--- src/rtl/avr_data_transfer_unit_top_assert.svh ---
// Assertion macros for the AVR data-transfer unit top level.
// Expects signals named clk and rst in the scope where a macro is used.
`ifndef AVR_DATA_TRANSFER_UNIT_TOP_ASSERT_SVH
`define AVR_DATA_TRANSFER_UNIT_TOP_ASSERT_SVH

// The consequent must hold in the same cycle as the antecedent.
`define ADTU_ASSERT_SAME(lbl, ante, cons, msg) \
  lbl: assert property (@(posedge clk) disable iff (rst) (ante) |-> (cons)) \
    else $error(msg);

// The consequent must hold in the cycle after the antecedent.
`define ADTU_ASSERT_NEXT(lbl, ante, cons, msg) \
  lbl: assert property (@(posedge clk) disable iff (rst) (ante) |=> (cons)) \
    else $error(msg);

`endif

--- src/rtl/adtu_pkg.sv ---
// Shared types, codes and constants of the AVR data-transfer unit.
// Used by the controller, the datapath and the top level; depends on nothing.
`timescale 1ns / 1ps

package adtu_pkg;

  localparam int DATA_BYTES_DEF = 2048;
  localparam int IO_BASE_DEF    = 32;

  localparam logic [7:0] BYTE_MASK = 8'hFF;

  // Instruction codes.
  localparam logic [3:0] ACT_MOV  = 4'd0;
  localparam logic [3:0] ACT_MOVW = 4'd1;
  localparam logic [3:0] ACT_LDI  = 4'd2;
  localparam logic [3:0] ACT_LDS  = 4'd3;
  localparam logic [3:0] ACT_STS  = 4'd4;
  localparam logic [3:0] ACT_LD   = 4'd5;
  localparam logic [3:0] ACT_ST   = 4'd6;
  localparam logic [3:0] ACT_IN   = 4'd7;
  localparam logic [3:0] ACT_OUT  = 4'd8;
  localparam logic [3:0] ACT_PUSH = 4'd9;
  localparam logic [3:0] ACT_POP  = 4'd10;
  localparam logic [3:0] ACT_XCH  = 4'd11;
  localparam logic [3:0] ACT_LAS  = 4'd12;
  localparam logic [3:0] ACT_LAC  = 4'd13;
  localparam logic [3:0] ACT_LAT  = 4'd14;

  // Pointer selects and addressing modes.
  localparam logic [1:0] PSEL_X = 2'd0;
  localparam logic [1:0] PSEL_Y = 2'd1;

  localparam logic [1:0] PMODE_PLAIN   = 2'd0;
  localparam logic [1:0] PMODE_POSTINC = 2'd1;
  localparam logic [1:0] PMODE_PREDEC  = 2'd2;
  localparam logic [1:0] PMODE_DISP    = 2'd3;

  // Register pair numbers (register number divided by two).
  localparam logic [3:0] PAIR_X = 4'd13;
  localparam logic [3:0] PAIR_Y = 4'd14;
  localparam logic [3:0] PAIR_Z = 4'd15;

  typedef struct packed {
    logic [3:0]  action;
    logic [4:0]  dest_reg;
    logic [4:0]  src_reg;
    logic [7:0]  immediate;
    logic [15:0] direct_address;
    logic [1:0]  pointer_select;
    logic [1:0]  pointer_mode;
    logic [5:0]  displacement;
    logic [5:0]  io_address;
  } adtu_in_t;

  typedef struct packed {
    logic [15:0] next_pc;
    logic        reg_written;
    logic [4:0]  reg_index;
    logic [7:0]  byte_value;
    logic [15:0] effective_address;
    logic [15:0] pointer_after;
  } adtu_out_t;

  // Commands from the controller to the datapath.
  typedef struct packed {
    logic accept;
    logic access;
    logic load;
    logic ptr_wb;
    logic finish;
  } adtu_cmd_t;

  // Status from the datapath to the controller.
  typedef struct packed {
    logic needs_load;
    logic needs_ptr_wb;
  } adtu_stat_t;

  function automatic logic [3:0] pair_of_select(input logic [1:0] sel);
    logic [3:0] pair;
    case (sel)
      PSEL_X:  pair = PAIR_X;
      PSEL_Y:  pair = PAIR_Y;
      default: pair = PAIR_Z;
    endcase
    return pair;
  endfunction

endpackage

--- src/rtl/adtu_ctrl.sv ---
// Sequencing state machine of the AVR data-transfer unit.
// Depends on adtu_pkg for the command and status structs.
`timescale 1ns / 1ps

module adtu_ctrl import adtu_pkg::*; (
  input  logic       clk,
  input  logic       rst,
  input  logic       start,
  input  adtu_stat_t stat,
  output adtu_cmd_t  cmd,
  output logic       busy,
  output logic       done
);

  typedef enum logic [3:0] {
    S_IDLE   = 4'b0001,
    S_ACCESS = 4'b0010,
    S_LOAD   = 4'b0100,
    S_PTRWB  = 4'b1000
  } state_t;

  state_t state, state_next;
  logic   finish;

  always_comb begin
    state_next = state;
    finish     = 1'b0;
    case (state)
      S_IDLE: begin
        if (start) begin
          state_next = S_ACCESS;
        end
      end
      S_ACCESS: begin
        if (stat.needs_load) begin
          state_next = S_LOAD;
        end else begin
          state_next = S_IDLE;
          finish     = 1'b1;
        end
      end
      S_LOAD: begin
        if (stat.needs_ptr_wb) begin
          state_next = S_PTRWB;
        end else begin
          state_next = S_IDLE;
          finish     = 1'b1;
        end
      end
      S_PTRWB: begin
        state_next = S_IDLE;
        finish     = 1'b1;
      end
      default: begin
        state_next = S_IDLE;
      end
    endcase
  end

  always_ff @(posedge clk) begin
    if (rst) begin
      state <= S_IDLE;
      done  <= 1'b0;
    end else begin
      state <= state_next;
      done  <= finish;
    end
  end

  assign busy       = (state != S_IDLE);
  assign cmd.accept = (state == S_IDLE) && start;
  assign cmd.access = (state == S_ACCESS);
  assign cmd.load   = (state == S_LOAD);
  assign cmd.ptr_wb = (state == S_PTRWB);
  assign cmd.finish = finish;

endmodule

--- config.mk ---
export PLATFORM = sky130hd
export DESIGN_NAME = adtu_ctrl
export DESIGN_NICKNAME = d
export VERILOG_FILES = /design/src/rtl/avr_data_transfer_unit_top_assert.svh /design/src/rtl/adtu_pkg.sv /design/src/rtl/adtu_ctrl.sv
export SDC_FILE = /design/constraint.sdc
export NUM_CORES = 1
export LEC_CHECK = 0
export ABC_AREA = 0
export ABC_CLOCK_PERIOD_IN_PS = 1100
export BUFFER_PORTS_ARGS = -buffer_cell sky130_fd_sc_hd__buf_2
export CAP_MARGIN = 25
export CORE_AREA = 2 2 39 41
export DETAILED_ROUTE_END_ITERATION = 10
export DIE_AREA = 0 0 41 43
export SETUP_SLACK_MARGIN = 0.1
export SYNTH_ARGS = -nofsm -noshare
export SYNTH_HDL_FRONTEND = slang
export SYNTH_SLANG_ARGS = --single-unit
--- constraint.sdc ---
create_clock -name clk -period 1.1 [get_ports clk]
set_input_delay 0.22 -clock clk [delete_from_list [all_inputs] [get_ports clk]]
set_output_delay 0.22 -clock clk [all_outputs]
set_load 0.02 [all_outputs]
* Word level (Yosys, flattened, before mapping)
Index checks and enable logic that the tools add are counted.
** Storage, ports and cells
- Flip-flop bits (word level) :: 5
- Logic and storage cells :: 16
** Cells by class
- Multiplexer cells :: 7
- Eq/ne operators :: 6
- Reductions and logical operators :: 1
** Operators with widths (number)
- one-hot mux 4 bit (3 select lines) :: 1
- two-way mux 4 bit :: 2
- == test 4 x 1 -> 1 bit, second input constant :: 1
- == test 4 x 2 -> 1 bit, second input constant :: 1
- == test 4 x 3 -> 1 bit, second input constant :: 1
- == test 4 bit, second input constant :: 1
- inequality test 4 x 1 -> 1 bit, second input constant :: 1
- two-way mux 3 bit :: 1
- one-hot mux 1 bit (3 select lines) :: 1
- two-way mux 1 bit :: 2
- inequality test 2 bit, second input constant :: 1
- logical AND 1 bit :: 1

* Longest topological paths before layout
Gate-level depths: netlist of the first run.
- Depth after elaboration :: 2
- Depth in mapped cells :: 5

* Least setup slack after synthesis of the first run
No wires, ideal clock.
- Path kind :: register to register
- Start :: reg state[1]
- End :: reg state[3]
- Path slack :: -463 ps
- Buffers on the path :: 1
- Data arrival time :: 1499 ps
- Data required time :: 1037 ps
- Cell stages (with the launch flop) :: 4
- Cells stage by stage :: dfxtp_1 -> buf_6 -> nor4b_1 -> and3_1
** RTL lines
- start, declared :: line adtu_ctrl.sv:22 : state_t state, state_next;
- start signal, assigned :: line adtu_ctrl.sv:65 : state <= state_next;

==> results of run 1 <==
flip-flops by register name (all words and copies together), names as in the netlist:
| signal | flops |
|---|---|
| state | 4 |
| done | 1 |
routing by layer:
metal,part of all wire,vias up,track usage
li1,-,180,-
met1,0.44,167,0.176
met2,0.52,8,0.219
met3,0.041,0,0.0471
met4,0,0,0.0400
met5,0,-,0
what timing repair did:
item	CTS	global route
endpoints found under the hold margin	0	0
hold buffers	0	0
endpoints found under the setup margin	11	11
pin swaps	7	2
setup buffers	5	1
gates resized for setup	18	4
cell usage in the layout (no fill, tap or decap):
cell type / n
inv_2: 1
buf_4: 17
a2111oi_4: 1
clkbuf_4: 3
nor4b_4: 5
nor2_1: 2
mux2i_1: 1
nor3_4: 1
dfxtp_4: 2
dfxtp_2: 2
buf_6: 7
o21ai_0: 1
nand2_1: 1
and3_1: 2
inv_1: 2
buf_12: 1
nor4b_2: 2
dfxtp_1: 1
buf_2: 5
o211ai_1: 1
a211oi_2: 1
nor3_2: 1
nor2_4: 1
clkinv_2: 1
a21oi_1: 1
synth_stat cells:
| cell | n |
|---|---|
| nand2_1 | 1 |
| nor3_1 | 2 |
| a21oi_1 | 1 |
| a211oi_1 | 1 |
| mux2i_1 | 1 |
| nor4b_2 | 1 |
| buf_2 | 1 |
| buf_4 | 2 |
| o211ai_1 | 1 |
| nor2_1 | 3 |
| buf_6 | 1 |
| a2111oi_2 | 1 |
| o21ai_0 | 1 |
| inv_1 | 3 |
| nor4b_1 | 6 |
| and3_1 | 2 |
| dfxtp_1 | 5 |
path summary, 6_finish.rpt:
| check | cells past startpoint | endpoint | slack (ps) |
|---|---|---|---|
| max reg2reg | 6 | state[0]$_SDFFE_PP1P_ | -300 |
| min reg2reg | 3 | state[1]$_SDFFE_PP0P_ | 640 |
| max | 5 | cmd[0] | -420 |
| min | 2 | state[1]$_SDFFE_PP0P_ | 240 |
cells by family (layout without fill, tap and decap cells):
logic type / count (synthesis) / count (layout)
compound gates: 5 / 5
flops: 5 / 5
mux: 1 / 1
buf+inv: 7 / 37
simple gates: 15 / 15
through the flow:
stage | worst slack [ps] | hold slack (ps)
floorplan | -116 | 297
global placement | -236 | 450
detailed placement | -270 | 463
CTS | -390 | 208
global route | -479 | 237
finish | -417 | 241
where the power goes:
part	switching [mW]	internal (mW)	leakage (nW)	total [mW]
sequential	0.0136	0.186	0.0425	0.200
combinational	0.0834	0.101	0.247	0.185
clock	0.0883	0.132	0.0177	0.221
total	0.185	0.420	0.307	0.605
cell type report:
type                       instances  area [um^2]
inverter                           3         11.3
clock inverter                     1         5.00
sequential                         5          110
fill                             134          686
tap                               16         20.0
timing repair buffer              30          251
clock buffer                       3         22.5
multi-input combinational         21          278
==> summary.txt, run 1 <==
Critical path
  – Top delay family on crit path: simple AND/OR/NAND/NOR gates
  – Crit. End Element: output port
  – CP Buf/Inv Count: 2
  – CP max stage cell: dfxtp_2
  – Critical path origin: state[2]$_SDFFE_PP0P_
  – CP cell instances: buf_6 > nor4b_4 > a211oi_2 > nor2_1 > buf_4
  – Reg2reg start: state[2]$_SDFFE_PP0P_
  – Worst Path Required: 880 ps
  – Largest stage delay on the critical path: 330 ps
  – Data arrival, critical path: 1300 ps
  – Critical path class: flip-flop to output port
  – Critical path launch point type: flip-flop
  – Worst Path Max Fanout: 4

Timing
  – Worst-margin pin slew: 312 ps
  – Setup violators final: 10
  – Worst slew margin: 0.792
  – Fin worst setup slack: -417 ps
  – Fin crit share: 1.38
  – Hold Fails Final Rpt: 0
  – RSZ-0062 raised after global routing: yes
  – Clock Skews: 3.83 ps
  – Final min period: 1520 ps
  – Post-route setup TNS: -2690 ps
  – Pins over their slew limit: 0
  – Max frequency: 659 MHz

Layout
  – Layout cells sized above 1: 0.810
  – Util after Layout: 0.505
  – Finished Layout Cells: 79
  – Finished layout cell area: 698 um^2
  – Area grow syn2layout: 134%
  – Final nets: 69
  – N_diodes: 0

Synth
  – Yosys reg bits: 5
  – Post-Synthesis Cells: 33
  – Cell taking the most area after synthesis: dfxtp_1
  – Main combinational cell family by area after synthesis: simple AND/OR/NAND/NOR gates
  – Post-Synth XOR/XNOR Area: 0
  – Mux cell area share after synthesis: 0.0336
  – Synth Net Count: 38
  – Ranking of synthesized cells by area: dfxtp_1, nor4b_1, a2111oi_2
  – Post-synth cell types: 17
  – Adder-Cell Fraction of Synth Area: 0
  – Proportion of synthesized chip area in sequential cells: 0.336
  – Post-synthesis cell area: 298 um^2
  – Post-synthesis simple-gate area fraction: 0.353
  – Compound-gate portion of the synthesized area: 0.134
  – Synth top area share: 0.336
  – Synth warn: 0
  – Syn_area_per_cell: 9.02 um^2

Detailed routing
  – ANT nets after route: 0
  – WL final: 987 um
  – Drt pass-1 iters: 4
  – Wire per inst: 12.5 um
  – Iter 0 DRT Violations: 1
  – Remaining DRCs: 0
  – DR vias: 355
  – DR vias/cell: 4.49

Clocking
  – Worst-case clock buffer depth: 2
  – Clk sinks: 5
  – H-tree Lvls: 1
  – Clock insertion delay at the later pin of the skew report: 250 ps
  – CTS root buf: clkbuf_4
  – CTS buffer count: 3
  – CTS tree: done
  – Clk slew on worst S/H paths: 50 ps

Power
  – Overall Power: 0.605 mW
  – P_leak: 0.307 nW
  – PD cells: 866 nW/um^2
  – Peak supply drop: 0.426 mV

Worst hold path
  – Origin of the worst min-delay path: rst
  – Hold Path Class: input pin to flip-flop

Floorplan
  – IO Count: 12
  – Starting Density: 0.215
  – Die width: 41 um
  – Die span in y: 43 um
  – Die Area: 1760 um^2
  – Std-Cell Rows: 14
  – CORE AREA: 1380 um^2

Placed design
  – Post-DP Area: 543 um^2
  – GPL Wtd Cong: 0.755
  – Placed cell count: 69
  – HPWL Detailed: 680 um
  – # port buffers: 11

GRT
  – Largest net degree at the start of global routing: 10
  – Vias in the first global route: 371
  – Total GRT Usage: 0.140
  – First-pass GRT wire length: 1660 um
  – Gr ovfl total: 0
  – Initial antenna violation count: 0

Status
  – Status: finished, violations left
  – Failing checks: negative setup slack

Run
  – MaxCap Viol Count: 0
(Power assumes the default switching activity.)
==> run 2: changes to the inputs <==
Settings changed: BUFFER_PORTS_ARGS -buffer_cell sky130_fd_sc_hd__buf_2 to unset, DONT_BUFFER_PORTS set to 1, SLEW_MARGIN set to 20.
==> run 2 against run 1 <==
  * The run still ends with negative setup slack left
  * Clock skew rose by 6.9 ps
  * Critical path depth shrank 1
  * Flip-flop and latch count stayed put
  * Die area stayed put
  * Combinational power hardly changed
  * Sequential power decreased by 2%
  * Global-route usage grew 1.3 points
  * Clock power about the same
  * Cell area is 1.4% higher
  * Worst hold slack lost 220 ps
  * Worst setup slack about the same
  * Register-to-register slack is essentially flat
  * Largest cell class unchanged
  * Largest power group unchanged
==> summary.txt, run 2 (synthesis gave the netlist of run 1 again) <==
Status
  – Status: finished, violations left
  – Failing checks: negative setup slack

Power
  – Switch Pwr: 0.181 mW (-2.2%)
  – Register share of total power: 0.324 (-0.006)
  – PD cells: 852 nW/um^2 (-1.7%)
  – Int Power: 0.422 mW (+0.58%)
  – Sw Ratio: 0.300 (-0.00587)
  – Peak supply drop: 0.535 mV (+26%)
  – Overall Power: 0.603 mW (-0.27%)
  – Comb pwr share: 0.305 (about the same)
  – Clock power share: 0.371 (+0.006)
  – P_leak: 0.283 nW (-8.0%)

Timing
  – Fin worst setup slack: -417 ps (-0.0720 ps)
  – Post-route setup TNS: -3020 ps (-330 ps)
  – Worst hold slack: 20.0 ps (-221 ps)
  – Hold Fails Final Rpt: 0 (unchanged)
  – Clock Skews: 10.7 ps (+6.89 ps)
  – Worst slew margin: 0.811 (+0.0193)
  – Final min period: 1520 ps (+0.0720 ps)
  – Fin crit share: 1.38 (about the same)
  – Setup violators final: 10 (unchanged)
  – Pins over their slew limit: 0 (unchanged)
  – Worst-margin pin slew: 282 ps (-29.4 ps)
  – Max frequency: 659 MHz (about the same)
  – RSZ-0062 raised after global routing: yes

GRT
  – Total GRT Usage: 0.153 (+0.0132)
  – Largest net degree at the start of global routing: 8 (-2)
  – Gr ovfl total: 0 (unchanged)
  – Vias in the first global route: 357 (-3.8%)
  – Initial antenna violation count: 0 (unchanged)
  – First-pass GRT wire length: 1690 um (+1.7%)

Detailed routing
  – DR vias: 341 (-3.9%)
  – Drt pass-1 iters: 2 (-2)
  – Remaining DRCs: 0 (unchanged)
  – WL final: 1030 um (+4.6%)
  – Wire per inst: 14.1 um (+13%)
  – DR vias/cell: 4.67 (+4.0%)
  – ANT nets after route: 0 (unchanged)
  – Iter 0 DRT Violations: 2 (+1)

Critical path
  – Critical path class: flip-flop to output port
  – Reg2Reg Setup Slack: -310 ps (about the same)
  – Crit. End Element: output port
  – Worst Path Required: 880 ps (about the same)
  – Critical path launch point type: flip-flop
  – FF-to-FF End: state[0]$_SDFFE_PP1P_
  – R2R cell count: 6 (unchanged)
  – Worst Path Max Fanout: 4 (unchanged)
  – Data arrival, critical path: 1300 ps (about the same)
  – Reg2reg start: state[1]$_SDFFE_PP0P_

Layout
  – N_diodes: 0 (unchanged)
  – Max FFs per register: 4 (unchanged)
  – Layout cells sized above 1: 0.807 (-0.00251)
  – Largest Register: state
  – Commonest non-fill, non-tap cell in the layout: buf_4
  – Finished Layout Cells: 73 (-7.6%)
  – Largest regs: state: 4 flops, done: 1 flops
  – Final nets: 63 (-8.7%)
  – Commonest non-fill, non-tap cells in the layout: buf_4, nor4b_4, buf_6
  – Area grow syn2layout: 138%

Floorplan
  – IO Count: 12 (unchanged)
  – Die Area: 1760 um^2 (unchanged)
  – Starting Density: 0.215 (unchanged)
  – CORE AREA: 1380 um^2 (unchanged)
  – Die span in y: 43 um (unchanged)
  – Std-Cell Rows: 14 (unchanged)
  – Die width: 41 um (unchanged)

Placed design
  – # port buffers: 0 (-11)
  – Placed cell count: 59 (-14%)
  – GPL Wtd Cong: 0.773 (+2.4%)
  – Place WS: -235 ps (+35.0 ps)
  – HPWL Detailed: 646 um (-5.1%)

Worst hold path
  – Hold Path Class: input pin to flip-flop
  – Hold path depth: 1 (-1)
  – Origin of the worst min-delay path: rst
  – Min-Delay Endpoint: state[1]$_SDFFE_PP0P_

Run
  – MaxCap Viol Count: 0 (unchanged)

Clocking
  – CTS root buf: clkbuf_4
  – CTS tree: done
  – Clk sinks: 5 (unchanged)
  – H-tree Lvls: 1 (unchanged)
  – Clock insertion delay at the later pin of the skew report: 260 ps (about the same)
  – Worst-case clock buffer depth: 2 (unchanged)
  – CTS buffer count: 3 (unchanged)
  – CTS Hold Bufs: 0 (unchanged)
  – Clk slew on worst S/H paths: 50 ps (about the same)
## run 2: cell types whose count changed in the layout (fill, tap and decap cells not counted), sizes merged
cell / before / now
buf: 30 / 24
## run 2: layer usage
layer  GRT usage  part of all wire  routed length (um)  vias up
li1            -                 -                   -      169
met1       0.173              0.38                 397      161
met4      0.0800             0.016                  17        0
met3      0.0681             0.058                  60        2
met5           0                 0                   0        -
met2       0.231              0.54                 557        9
## run 2: how the worst max path moves through the flow
| stage | from | to | cells after the start | slack, ps |
|---|---|---|---|---|
| finish | state[2]$_SDFFE_PP0P_ | cmd[4] | 4 | -420 |
| CTS | state[2]$_SDFFE_PP0P_ | cmd[4] | 4 | -420 |
| floorplan | state[1]$_SDFFE_PP0P_ | cmd[4] | 4 | -120 |
| global placement | state[1]$_SDFFE_PP0P_ | busy | 4 | -220 |
| global route | state[2]$_SDFFE_PP0P_ | cmd[0] | 5 | -490 |
| detailed placement | state[1]$_SDFFE_PP0P_ | busy | 4 | -230 |
## run 2: timing repair
action / 4_1_cts / 5_1_grt
setup buffers: 9 / 1
pin swaps: 6 / 3
endpoints found under the setup margin: 11 / 11
resized for setup: 18 / 1
## run 2: power groups by stage
stage | logic (mW) | registers (mW) | clock network, mW
after floorplan | 0.0944 | 0.192 | 0
after global placement | 0.107 | 0.203 | 0
after detailed placement | 0.108 | 0.204 | 0
after CTS | 0.180 | 0.196 | 0.227
after global routing | 0.194 | 0.196 | 0.250
final | 0.184 | 0.196 | 0.224
## run 2: area by class of cell
cell class | instances | area, um^2
well taps | 16 | 20.0
clock inverters | 1 | 5.00
fillers | 128 | 676
clock buffers | 3 | 22.5
multi-input cells | 21 | 293
inverters | 3 | 11.3
flip-flops and latches | 5 | 113
repair buffers | 24 | 244
## run 2: critical path, stage by stage (launching register included)
cell,delay (ps)
dfxtp_2,340
buf_6,130
nor4b_4,320
inv_2,100
nor2_4,150
## run 2: per-stage QoR
stage	utilization	area, um^2
CTS	0.504	697
detailed placement	0.358	495
finish	0.512	708
floorplan	-	399
global placement	0.358	495
global route	0.512	708
==> run 3: changes to the inputs <==
Settings changed: ABC_CLOCK_PERIOD_IN_PS 1100 to 1230.
Clock period 1.1 ns to 1.23 ns, I/O delays scaled along.
==> run 3 against run 2 <==
  * The run still ends with negative setup slack left
  * Cell area down 19%
  * Critical path type unchanged
  * Power down 17%
  * Critical endpoint is now busy
  * Highest routed layer unchanged
  * Largest power group unchanged
  * Flip-flop and latch count unchanged
==> summary.txt, run 3 (synthesis gave the netlist of run 1 again) <==
Floorplan
  – Starting Density: 0.215 (unchanged)
  – IO Count: 12 (unchanged)
  – Die Area: 1760 um^2 (unchanged)
  – Std-Cell Rows: 14 (unchanged)
  – Die width: 41 um (unchanged)
  – Die span in y: 43 um (unchanged)
  – CORE AREA: 1380 um^2 (unchanged)

Worst hold path
  – Min-Delay Endpoint: done$_SDFF_PP0_
  – Hold Path Class: input pin to flip-flop
  – Hold path depth: 1 (unchanged)
  – Origin of the worst min-delay path: rst

Power
  – Sw Ratio: 0.277 (-0.0238)
  – Int Power: 0.360 mW (-15%)
  – Switch Pwr: 0.138 mW (-24%)
  – Peak supply drop: 0.266 mV (-50%)
  – Comb pwr share: 0.255 (-0.050)
  – Register share of total power: 0.362 (+0.038)
  – Clock power share: 0.383 (+0.012)
  – P_leak: 0.218 nW (-23%)
  – PD cells: 863 nW/um^2 (+1.3%)
  – Overall Power: 0.498 mW (-17%)

Layout
  – Area grow syn2layout: 93.7%
  – Commonest non-fill, non-tap cell in the layout: buf_4
  – N_diodes: 0 (unchanged)
  – Largest regs: state: 4 flops, done: 1 flops
  – Commonest non-fill, non-tap cells in the layout: buf_4, nor4b_4, clkbuf_4, dfxtp_4
  – Final nets: 54 (-14%)
  – Util after Layout: 0.417 (-0.0949)
  – Layout cells sized above 1: 0.708 (-0.0987)
  – Max FFs per register: 4 (unchanged)
  – Finished Layout Cells: 64 (-12%)
  – Largest Register: state

GRT
  – Vias in the first global route: 283 (-21%)
  – Largest net degree at the start of global routing: 9 (+1)
  – First-pass GRT wire length: 1390 um (-18%)
  – Total GRT Usage: 0.123 (-0.0302)
  – Initial antenna violation count: 0 (unchanged)
  – Gr ovfl total: 0 (unchanged)

Clocking
  – Worst-case clock buffer depth: 2 (unchanged)
  – CTS tree: done
  – CTS Hold Bufs: 0 (unchanged)
  – CTS root buf: clkbuf_4
  – CTS buffer count: 3 (unchanged)
  – H-tree Lvls: 1 (unchanged)
  – Clk sinks: 5 (unchanged)
  – Clk slew on worst S/H paths: 40 ps (about the same)
  – Clock insertion delay at the later pin of the skew report: 240 ps (-20 ps)

Timing
  – Post-route setup TNS: -1670 ps (+1350 ps)
  – Final min period: 1530 ps
  – Max frequency: 655 MHz
  – RSZ-0062 raised after global routing: yes
  – Fin worst setup slack: -297 ps (+119 ps)
  – Fin crit share: 1.24
  – Worst-margin pin slew: 342 ps (+60.1 ps)
  – Setup violators final: 9 (-1)
  – Worst hold slack: 73.4 ps (+53.5 ps)
  – Worst slew margin: 0.771 (-0.0399)
  – Hold Fails Final Rpt: 0 (unchanged)
  – Clock Skews: 1.44 ps (-9.28 ps)
  – Pins over their slew limit: 0 (unchanged)

Critical path
  – R2R cell count: 5 (-1)
  – Worst Path Required: 980 ps (+100 ps)
  – Reg2reg start: state[1]$_SDFFE_PP0P_
  – Critical path class: flip-flop to output port
  – Critical path launch point type: flip-flop
  – Data arrival, critical path: 1280 ps (-20 ps)
  – Reg2Reg Setup Slack: -110 ps (+200 ps)
  – FF-to-FF End: state[0]$_SDFFE_PP1P_
  – Worst Path Max Fanout: 5 (+1)
  – Crit. End Element: output port
  – Critical path origin: state[1]$_SDFFE_PP0P_

Run
  – MaxCap Viol Count: 0 (unchanged)

Detailed routing
  – Iter 0 DRT Violations: 2 (unchanged)
  – Remaining DRCs: 0 (unchanged)
  – Wire per inst: 13.7 um (-3.2%)
  – DR vias/cell: 4.83 (+3.4%)
  – DR vias: 309 (-9.4%)
  – WL final: 876 um (-15%)
  – ANT nets after route: 0 (unchanged)
  – Drt pass-1 iters: 2 (unchanged)

Placed design
  – # port buffers: 0 (unchanged)
  – Placed cell count: 56 (-5.1%)
  – GPL Wtd Cong: 0.704 (-8.9%)
  – HPWL Detailed: 598 um (-7.3%)

Status
  – Status: finished, violations left
  – Failing checks: negative setup slack
## run 3: cell types whose count changed in the layout (fill, tap and decap cells not counted), sizes merged
cell    delta
buf        -9
clkinv     -1
clkbuf     +1
## run 3: layer usage
| layer | up-vias | part of all wire | GRT usage |
|---|---|---|---|
| li1 | 150 | - | - |
| met1 | 152 | 0.38 | 0.153 |
| met2 | 5 | 0.57 | 0.169 |
| met3 | 2 | 0.035 | 0.0314 |
| met4 | 0 | 0.014 | 0.100 |
| met5 | - | 0 | 0 |
## run 3: cell type report
cell class | count | area (um^2)
Clock buffer | 4 | 26.3
Fill cell | 126 | 807
Inverter | 3 | 11.3
Multi-Input combinational cell | 21 | 265
Sequential cell | 5 | 113
Tap cell | 16 | 20.0
Timing Repair Buffer | 15 | 141
## run 3: worst max path at each step
| stage | endpoint | slack (ps) |
|---|---|---|
| floorplan | cmd[4] | -10 |
| global placement | busy | -110 |
| detailed placement | busy | -140 |
| CTS | busy | -300 |
| global route | busy | -350 |
| finish | busy | -300 |
## run 3: repair_timing
item	4_1_cts	5_1_grt
resized for setup	6	3
setup buffers	3	1
endpoints found under the hold margin	0	0
setup endpoints to repair	11	10
pin swaps	8	1
## run 3: power by group through the flow
stage	Clock, mW	Sequential [mW]	Combinational [mW]
final	0.190	0.180	0.127
after global routing	0.214	0.182	0.136
after CTS	0.196	0.180	0.119
after detailed placement	0	0.183	0.105
after global placement	0	0.183	0.102
after floorplan	0	0.171	0.0826
## run 3: stage by stage
| step | cell area [um^2] | setup slack, ps |
|---|---|---|
| floorplan | 395 | -12.4 |
| global placement | 485 | -113 |
| detailed placement | 485 | -137 |
| CTS | 557 | -296 |
| global route | 577 | -353 |
| finish | 577 | -297 |
## run 3: critical path, stage by stage, from the launching register on
cell and delay [ps]:
dfxtp_4 370, buf_12 140, nor4b_4 280, inv_2 90, buf_4 170
